`src/rtl/uks_pkg.sv`:
```
// ----------------------------------------------------------------------------
// uks_pkg
// Shared widths, operation and status codes, and the command bundle between
// the controller and the datapath of the unique key set table.
// ----------------------------------------------------------------------------
package uks_pkg;

  localparam int CAPACITY_DEF = 16;

  localparam int MODE_W   = 2;
  localparam int KEY_W    = 64;
  localparam int SLOT_W   = 4;
  localparam int COUNT_W  = 5;
  localparam int STATUS_W = 2;

  localparam int S_FIELDS_W = MODE_W + KEY_W;
  localparam int S_TDATA_W  = ((S_FIELDS_W + 7) / 8) * 8;
  localparam int M_FIELDS_W = 1 + SLOT_W + COUNT_W + STATUS_W;
  localparam int M_TDATA_W  = ((M_FIELDS_W + 7) / 8) * 8;

  typedef logic [MODE_W-1:0]   mode_t;
  typedef logic [STATUS_W-1:0] status_t;

  localparam mode_t MODE_LOOKUP = 2'd0;
  localparam mode_t MODE_INSERT = 2'd1;
  localparam mode_t MODE_REMOVE = 2'd2;

  localparam status_t ST_DONE     = 2'd0;
  localparam status_t ST_DUP      = 2'd1;
  localparam status_t ST_FULL     = 2'd2;
  localparam status_t ST_NOTFOUND = 2'd3;

  typedef struct packed {
    logic load;     // take a new word from the input
    logic capture;  // compare key against all cells
    logic commit;   // apply the operation, load the result register
  } dp_cmd_t;

endpackage

```
`src/rtl/unique_key_set_table.sv`:
```
// ----------------------------------------------------------------------------
// unique_key_set_table
// Set of up to CAPACITY unique 64-bit keys kept in insertion order, with
// lookup, insert-if-absent and remove-with-compaction operations.
// ----------------------------------------------------------------------------
// Each accepted word is registered and then passes a compare step, in which
// every cell compares its key with the request in parallel and the match
// vector is registered, and a commit step, in which the slot is encoded, the
// table is updated (append or shift down) and the result register is loaded.
// A new word is taken in the same cycle as the previous one commits. A result
// held in the output register stalls the commit, and while a word waits to
// commit the input side takes no new word until that result has been taken.
// The table needs no clearing after reset.
module unique_key_set_table
  import uks_pkg::*;
#(
  parameter int CAPACITY = CAPACITY_DEF
)(
  input  logic                 clk,
  input  logic                 rst,
  input  logic                 s_tvalid,
  output logic                 s_tready,
  input  logic [S_TDATA_W-1:0] s_tdata,  // [1:0] mode, [65:2] key, rest zero
  output logic                 m_tvalid,
  input  logic                 m_tready,
  output logic [M_TDATA_W-1:0] m_tdata   // [0] found, [4:1] slot, [9:5] count,
                                         // [11:10] status, rest zero
);

  dp_cmd_t cmd;

  uks_ctrl u_ctrl (
    .clk      (clk),
    .rst      (rst),
    .s_tvalid (s_tvalid),
    .s_tready (s_tready),
    .m_tvalid (m_tvalid),
    .m_tready (m_tready),
    .cmd      (cmd)
  );

  uks_datapath #(
    .CAPACITY (CAPACITY)
  ) u_datapath (
    .clk     (clk),
    .rst     (rst),
    .cmd     (cmd),
    .s_tdata (s_tdata),
    .m_tdata (m_tdata)
  );

endmodule

```
`src/rtl/uks_ctrl.sv`:
```
// ----------------------------------------------------------------------------
// uks_ctrl
// Sequencer: accept, compare, commit. Owns the handshakes on both sides.
// ----------------------------------------------------------------------------
module uks_ctrl
  import uks_pkg::*;
(
  input  logic    clk,
  input  logic    rst,
  input  logic    s_tvalid,
  output logic    s_tready,
  output logic    m_tvalid,
  input  logic    m_tready,
  output dp_cmd_t cmd
);

  typedef enum logic [2:0] {
    IDLE   = 3'b001,
    MATCH  = 3'b010,
    UPDATE = 3'b100
  } state_t;

  state_t state, state_next;
  logic   out_free;

  assign out_free    = !m_tvalid || m_tready;
  assign s_tready    = (state == IDLE) || ((state == UPDATE) && out_free);
  assign cmd.load    = s_tvalid && s_tready;
  assign cmd.capture = (state == MATCH);
  assign cmd.commit  = (state == UPDATE) && out_free;

  always_comb begin
    state_next = state;
    case (state)
      IDLE: begin
        if (cmd.load) state_next = MATCH;
      end
      MATCH: begin
        state_next = UPDATE;
      end
      UPDATE: begin
        if (out_free) state_next = cmd.load ? MATCH : IDLE;
      end
      default: begin
        state_next = IDLE;
      end
    endcase
  end

  always_ff @(posedge clk) begin
    if (rst) begin
      state    <= IDLE;
      m_tvalid <= 1'b0;
    end else begin
      state <= state_next;
      if (cmd.commit) begin
        m_tvalid <= 1'b1;
      end else if (m_tready) begin
        m_tvalid <= 1'b0;
      end
    end
  end

endmodule

```
`src/rtl/uks_datapath.sv`:
```
// ----------------------------------------------------------------------------
// uks_datapath
// Row of key cells with per-cell compare, fill counter, match register,
// slot encoder, compaction shift and result register.
// ----------------------------------------------------------------------------
module uks_datapath
  import uks_pkg::*;
#(
  parameter int CAPACITY = CAPACITY_DEF
)(
  input  logic                 clk,
  input  logic                 rst,
  input  dp_cmd_t              cmd,
  input  logic [S_TDATA_W-1:0] s_tdata,
  output logic [M_TDATA_W-1:0] m_tdata
);

  localparam int IDX_W = $clog2(CAPACITY);
  localparam int CNT_W = $clog2(CAPACITY + 1);

  logic [KEY_W-1:0]    cells [CAPACITY];
  logic [CAPACITY-1:0] hit_vec;
  logic [CAPACITY-1:0] match_q;
  mode_t               mode_q;
  logic [KEY_W-1:0]    key_q;
  logic [CNT_W-1:0]    fill, fill_next;
  logic [IDX_W-1:0]    pos;
  logic                hit, full, do_insert, do_remove;
  status_t             status;
  logic [M_FIELDS_W-1:0] result;

  always_comb begin
    for (int i = 0; i < CAPACITY; i++) begin
      hit_vec[i] = (cells[i] == key_q) && (CNT_W'(i) < fill);
    end
  end

  always_comb begin
    pos = '0;
    for (int i = 0; i < CAPACITY; i++) begin
      if (match_q[i]) pos = pos | IDX_W'(i);
    end
  end

  assign hit       = |match_q;
  assign full      = (fill == CNT_W'(CAPACITY));
  assign do_insert = (mode_q == MODE_INSERT) && !hit && !full;
  assign do_remove = (mode_q == MODE_REMOVE) && hit;

  always_comb begin
    fill_next = fill;
    if (do_insert) fill_next = fill + CNT_W'(1);
    else if (do_remove) fill_next = fill - CNT_W'(1);
  end

  always_comb begin
    case (mode_q)
      MODE_INSERT: status = hit ? ST_DUP : (full ? ST_FULL : ST_DONE);
      MODE_REMOVE: status = hit ? ST_DONE : ST_NOTFOUND;
      default:     status = hit ? ST_DONE : ST_NOTFOUND;
    endcase
  end

  always_ff @(posedge clk) begin
    if (cmd.load) begin
      mode_q <= s_tdata[MODE_W-1:0];
      key_q  <= s_tdata[S_FIELDS_W-1:MODE_W];
    end
    if (cmd.capture) match_q <= hit_vec;
    if (cmd.commit) begin
      result <= {status, COUNT_W'(fill_next),
                 hit ? SLOT_W'(pos) : SLOT_W'(0), hit};
    end
  end

  always_ff @(posedge clk) begin
    if (rst) begin
      fill <= '0;
    end else if (cmd.commit) begin
      fill <= fill_next;
    end
  end

  // cells: append at fill, on remove every cell from the hit up to the last but one takes its upper neighbor
  for (genvar g = 0; g < CAPACITY; g++) begin : g_cell
    if (g < CAPACITY - 1) begin : g_shift
      always_ff @(posedge clk) begin
        if (cmd.commit) begin
          if (do_remove && (IDX_W'(g) >= pos)) begin
            cells[g] <= cells[g+1];
          end else if (do_insert && (CNT_W'(g) == fill)) begin
            cells[g] <= key_q;
          end
        end
      end
    end else begin : g_last
      always_ff @(posedge clk) begin
        if (cmd.commit && do_insert && (CNT_W'(g) == fill)) begin
          cells[g] <= key_q;
        end
      end
    end
  end

  assign m_tdata = M_TDATA_W'(result);

endmodule

```
`config.mk`:
```
export PLATFORM = sky130hd
export DESIGN_NAME = unique_key_set_table
export DESIGN_NICKNAME = d
export VERILOG_FILES = /design/src/rtl/uks_pkg.sv /design/src/rtl/unique_key_set_table.sv /design/src/rtl/uks_ctrl.sv /design/src/rtl/uks_datapath.sv
export SDC_FILE = /design/constraint.sdc
export NUM_CORES = 2
export LEC_CHECK = 0
export BUFFER_PORTS_ARGS = -buffer_cell sky130_fd_sc_hd__buf_4
export CELL_PAD_IN_SITES_DETAIL_PLACEMENT = 0
export CELL_PAD_IN_SITES_GLOBAL_PLACEMENT = 2
export CORE_MARGIN = 8
export CORE_UTILIZATION = 30
export DETAILED_ROUTE_END_ITERATION = 6
export PLACE_DENSITY_LB_ADDON = 0.1
export SLEW_MARGIN = 20
export SYNTH_ARGS = -nofsm -noshare
export SYNTH_HDL_FRONTEND = slang
export SYNTH_HIERARCHICAL = 1
export SYNTH_SLANG_ARGS = --single-unit
```
`constraint.sdc`:
```
create_clock -name clk -period 7.8 [get_ports clk]
set_input_delay 0.39 -clock clk [delete_from_list [all_inputs] [get_ports clk]]
set_output_delay 0.39 -clock clk [all_outputs]
set_load 0.005 [all_outputs]
```
---- Word level (Yosys, flattened, before mapping) ----
Memory sizes are Yosys's and may differ from the RTL's.
Index checks and enable logic that the tools add are counted.
storage, ports and cells
  register bits ........................... 103
  latch bits .............................. 0
  RAM bits ................................ 1,024
  memory bits (read-only) ................. 0
  input bits .............................. 76
  word-level logic and storage cells ...... 311
  memories kept ........................... 1
memory list
  name              words  bits a word  read ports  clocked after memory_dff  write ports  RTL line            source
  u_datapath.cells  16     64           16          0                         15           uks_datapath.sv:21  logic [KEY_W-1:0] cells [CAPACITY];
operators by class
  $add $sub $neg .......................... 2
  multipliers ............................. 0
  div/mod/pow operators ................... 0
  magnitude comparators ................... 31
  equality and inequality tests ........... 39
  shifts and indexed selects .............. 0
  mux-type cells .......................... 152
  bitwise gates (word level) .............. 15
  reduce and logical (&&, ||, !) cells .... 63
operators by type and width
  cell                 count
  $eq 64x64->1         16
  $mux 64              16
  $mux 1               111
  $reduce_or 64->1     1
  $logic_and 1x1->1    53
  $eq 4x5->1 const A   8
  $lt 4x5->1 const A   8
  $mux 4               9
  $ge 4x4->1 const A   7
  $eq 3x5->1 const A   4
  $lt 3x5->1 const A   4
  $mux 3               6
  $ge 3x4->1 const A   4
  $reduce_or 16->1     1
  $or 1x1->1           15
  $mux 2               7
  $eq 2x5->1 const A   2
  $lt 1x5->1 const A   2
  $lt 2x5->1 const A   2
  $mux 5               2
  $pmux 3 s3           1
  $ge 1x4->1 const A   2
  $ge 2x4->1 const A   2
  $add 5x1->5 const B  1
  14 further kinds     18

---- Logic depth before layout (Yosys ltp) ----
  depth after elaboration ................. 22
  mapped depth ............................ 13
  mapped depth without buffers ............ 10

---- Modules after synthesis ----
The synthesis kept the hierarchy.
by module, submodules not included
  module        times used  cells an instance  area an instance (sq um)  seq. area each (sq um)
  uks_datapath  1           4,131              58,267.1                  33,672.3
  uks_ctrl      1           26                 216.5                     80.1

---- Worst setup path before layout ----
No wires, ideal clock.
  kind .................................... reg-to-reg
  start point ............................. register u_ctrl.state[0]
  end point ............................... memory u_datapath.cells[11][0] (netlist: u_datapath/cells[1][192]) (enable)
  arrival ................................. 6.251 ns
  required time ........................... 7.226 ns
  slack ................................... 0.975 ns
  cell stages (with the launch flop) ...... 7
  path buffers ............................ 1
  clock period less this slack ............ 6.825 ns
  cells stage by stage .................... dfxtp_1 -> nor2_1 -> nand2_1 -> nor2_1 -> clkbuf_1 -> nand2_1 -> o21ai_0
RTL lines
  what                    RTL line            source
  start, declared         uks_ctrl.sv:23      state_t state, state_next;
  start signal, assigned  uks_ctrl.sv:55      state <= state_next;
  end, declared           uks_datapath.sv:21

==> reports/qor.yml <==
setup_path:
  r2r_setup_slack_ps: 2700
  critPathLaunch: "u_datapath/match_q[7]$_DFFE_PP_"
  start_kind: "register"
  r2r_end: "u_datapath/cells[1][75]$_DFFE_PP_"
  worstSetupPathType: "reg -> reg"
  critPathMaxFanout: 62
  cp.required_ps: 8330
  reg2reg_from: "u_datapath/match_q[7]$_DFFE_PP_"
  ff2ff_path_depth: 10
  end_kind: "register"
  crit_arrival_ps: 5620
finish:
  drive_gt1_frac: 0.245
  nNetsFinal: 4348
  synthToLayoutAreaGrowth_pct: 15.3
  stdcell_count: 6925
  nFillCells: 19000
clock_tree:
  clock_latency_ps: 810
  htreeDepth: 4
  post_cts_resized: 0
  clock-root-buffer: "clkbuf_16"
  cts_buffer_depth: 3
  cts_made_buffers: 144
  cts_sinks: 1127
  cts_tree: "yes"
  path_clk_slew_ps: 60
grt:
  antenna_found_initial: 28
  grt_pass1_wl_um: 331000
  grt_max_degree: 81
  grt_pass1_vias: 36400
  grt_overflow: 0
  grt_use_total: 0.229
sta:
  drv_slew: 0
  tightestPinTransition_ps: 1200
  clock.fmax_mhz: 196
  finalClockSkew_ps: 37.3
  setup_viol: 0
  fin_tns_setup_ps: 0
  final.period_utilization: 0.653
  slew-limit-headroom: 0.191
  hold_ws_ps: 300
  post-route-min-period_ps: 5100
  hold_viol_final: 0
  rsz0062_at_grt: "no"
routing:
  viasPerCell: 5.14
  routed_wl_um: 247000
  ant_nets: 0
  vias: 35600
  wl_per_cell_um: 35.7
  drt_first_pass_iters: 5
  drc: 0
  drtIter0Drc: 3057
yosys:
  yosysWarnings: 6
  synth-edff-count: 1118
  syn_avg_cell_area_sq_um: 14.1
  synthArstFlopShare: 0
  netlist_area_sq_mm: 0.0585
  synth_cell_types: 76
  synth_seq_cells: 1127
  ys_seq_area_frac: 0.577
  yosys-top-cells-count: "edfxtp_1 (1118), mux2_2 (587), xnor2_1 (543)"
  synth-main-ff-cell: "edfxtp_1"
  yosysMostFrequentCell: "edfxtp_1"
  synth_area_leader_cell: "edfxtp_1"
  synthTopCellsByArea: "edfxtp_1 (57%), mux2_2 (11%), xnor2_1 (8.1%), xor2_1 (6.4%), mux2_1 (5.2%)"
  synth_top_area_frac: 0.574
  syn_inst: 4157
pwr:
  p_leak_uw: 0.0216
  power.density_mw_per_mm2: 210
  power_frac_clock: 0.457
  p_comb_frac: 0.074
  p_seq_frac: 0.469
  peakVddDrop_mv: 0.239
  switchingPower_uw: 3550
  switching_share: 0.251
  p_int_uw: 10600
die:
  die_x_um: 458
  dieArea_sq_mm: 0.209
  initial_core_util: 0.301
  rows: 162
  coreArea_sq_mm: 0.194
  die_y_um: 458
  ios: 94
run:
  maxCapViolCount: 0
placement:
  post-place-cells: 6591
  place_hpwl_um: 177000
  gp_congestion: 0.844
  port_buffers: 83
hold_path:
  holdPathStages: 2
  min_to: "u_datapath/key_q[34]$_DFFE_PP_"
  hp-class: "in -> reg"
  holdCritStartpoint: "s_tdata[36]"
status:
  status: "finished, final reports clean"
-- cell type report --
type	count	area, sq um	area share
Multi-Input combinational cell	2618	23100	0.343
Clock inverter	75	579	0.00859
Inverter	65	244	0.00362
Antenna cell	5	12.5	0.000186
Timing Repair Buffer	310	2690	0.0398
Sequential cell	1127	33800	0.501
Clock buffer	183	3860	0.0572
Tap cell	2542	3180	0.0472
-- placed cells by master (no fill, tap or decap), drive strengths merged, types with 5 or more instances in the layout --
cell type,n
edfxtp,1118
mux2,855
xnor2,543
xor2,430
buf,240
clkbuf,183
nand4,157
nor4,147
nand2,129
o21ai,112
inv,71
dlygate4sd3,70
clkinv,61
nor2,32
nand3,31
nor3,26
o22ai,19
a21oi,14
o2bb2ai,11
a221oi,10
dfxtp,9
a22oi,8
a2111oi,8
nor2b,7
bufinv,6
ha,6
diode,5
mux2i,5
nand2b,5
-- worst max path at each step --
stage | cells past startpoint | slack [ps] | to
6_report | 10 | 2700 | u_datapath/cells[1][75]$_DFFE_PP_
5_1_grt | 10 | 2510 | u_datapath/cells[1][64]$_DFFE_PP_
4_1_cts | 10 | 2720 | u_datapath/cells[1][69]$_DFFE_PP_
3_5_place_dp | 10 | 2750 | u_datapath/cells[1][83]$_DFFE_PP_
3_3_place_gp | 10 | 2780 | u_datapath/cells[1][65]$_DFFE_PP_
2_1_floorplan | 6 | 970 | u_datapath/cells[1][192]$_DFFE_PP_
-- per-stage QoR --
stage | area, sq um | utilization | setup WS [ps] | power (uW)
CTS | 67400 | 0.347 | 2720 | 14400
global route | 67400 | 0.347 | 2510 | 14600
detailed placement | 62200 | 0.320 | 2750 | 7780
finish | 67400 | 0.347 | 2700 | 14200
floorplan | 58500 | - | 975 | 7240
global placement | 62200 | 0.320 | 2780 | 7780
-- flip-flops by register name (all words and copies together) (netlist names) --
signal and count:
u_datapath/cells 1024, u_datapath/key_q 64, u_datapath/match_q 16, u_datapath/result 12, u_datapath/fill 5, u_ctrl/state 3, u_datapath/mode_q 2, u_ctrl/m_tvalid 1
-- power by group through the flow --
stage	clock network, uW	logic, uW	registers, uW
after floorplan	0	497	6740
after global placement	0	1020	6760
after detailed placement	0	1010	6760
after CTS	6670	1040	6640
after global routing	6880	1080	6630
final	6480	1050	6630
-- cells by family after synthesis --
family	after synthesis	synth area share
simple gates	558	0.0535
flops	1127	0.577
mux	860	0.165
fa+ha+maj	6	0.00128
xor+xnor	973	0.146
compound gates	217	0.0240
other cells	1	0.0000641
buf+inv	415	0.0328
-- repair_timing --
| item | in CTS | in global routing |
|---|---|---|
| endpoints found under the hold margin | 75 | 0 |
| hold buffers | 70 | 0 |
| endpoints found under the setup margin | 0 | 0 |
| buffers inserted | 0 | 0 |
-- worst max-delay path: stages, from the launching register on --
cell	delay, ps
edfxtp_1	430
or4_4	590
nor2_4	230
nand2_2	120
inv_2	80
ha_1	360
and2_1	450
nand4_1	410
a2111oi_4	720
buf_4	880
mux2_2	420
-- layer usage --
metal	up-vias	track usage	wire (um)
li1	15600	-	-
met1	18800	0.307	109000
met2	953	0.397	123000
met3	238	0.0296	10200
met4	2	0.0505	5180
met5	-	0	13
Note: power is estimated with default switching activity, not from simulation.
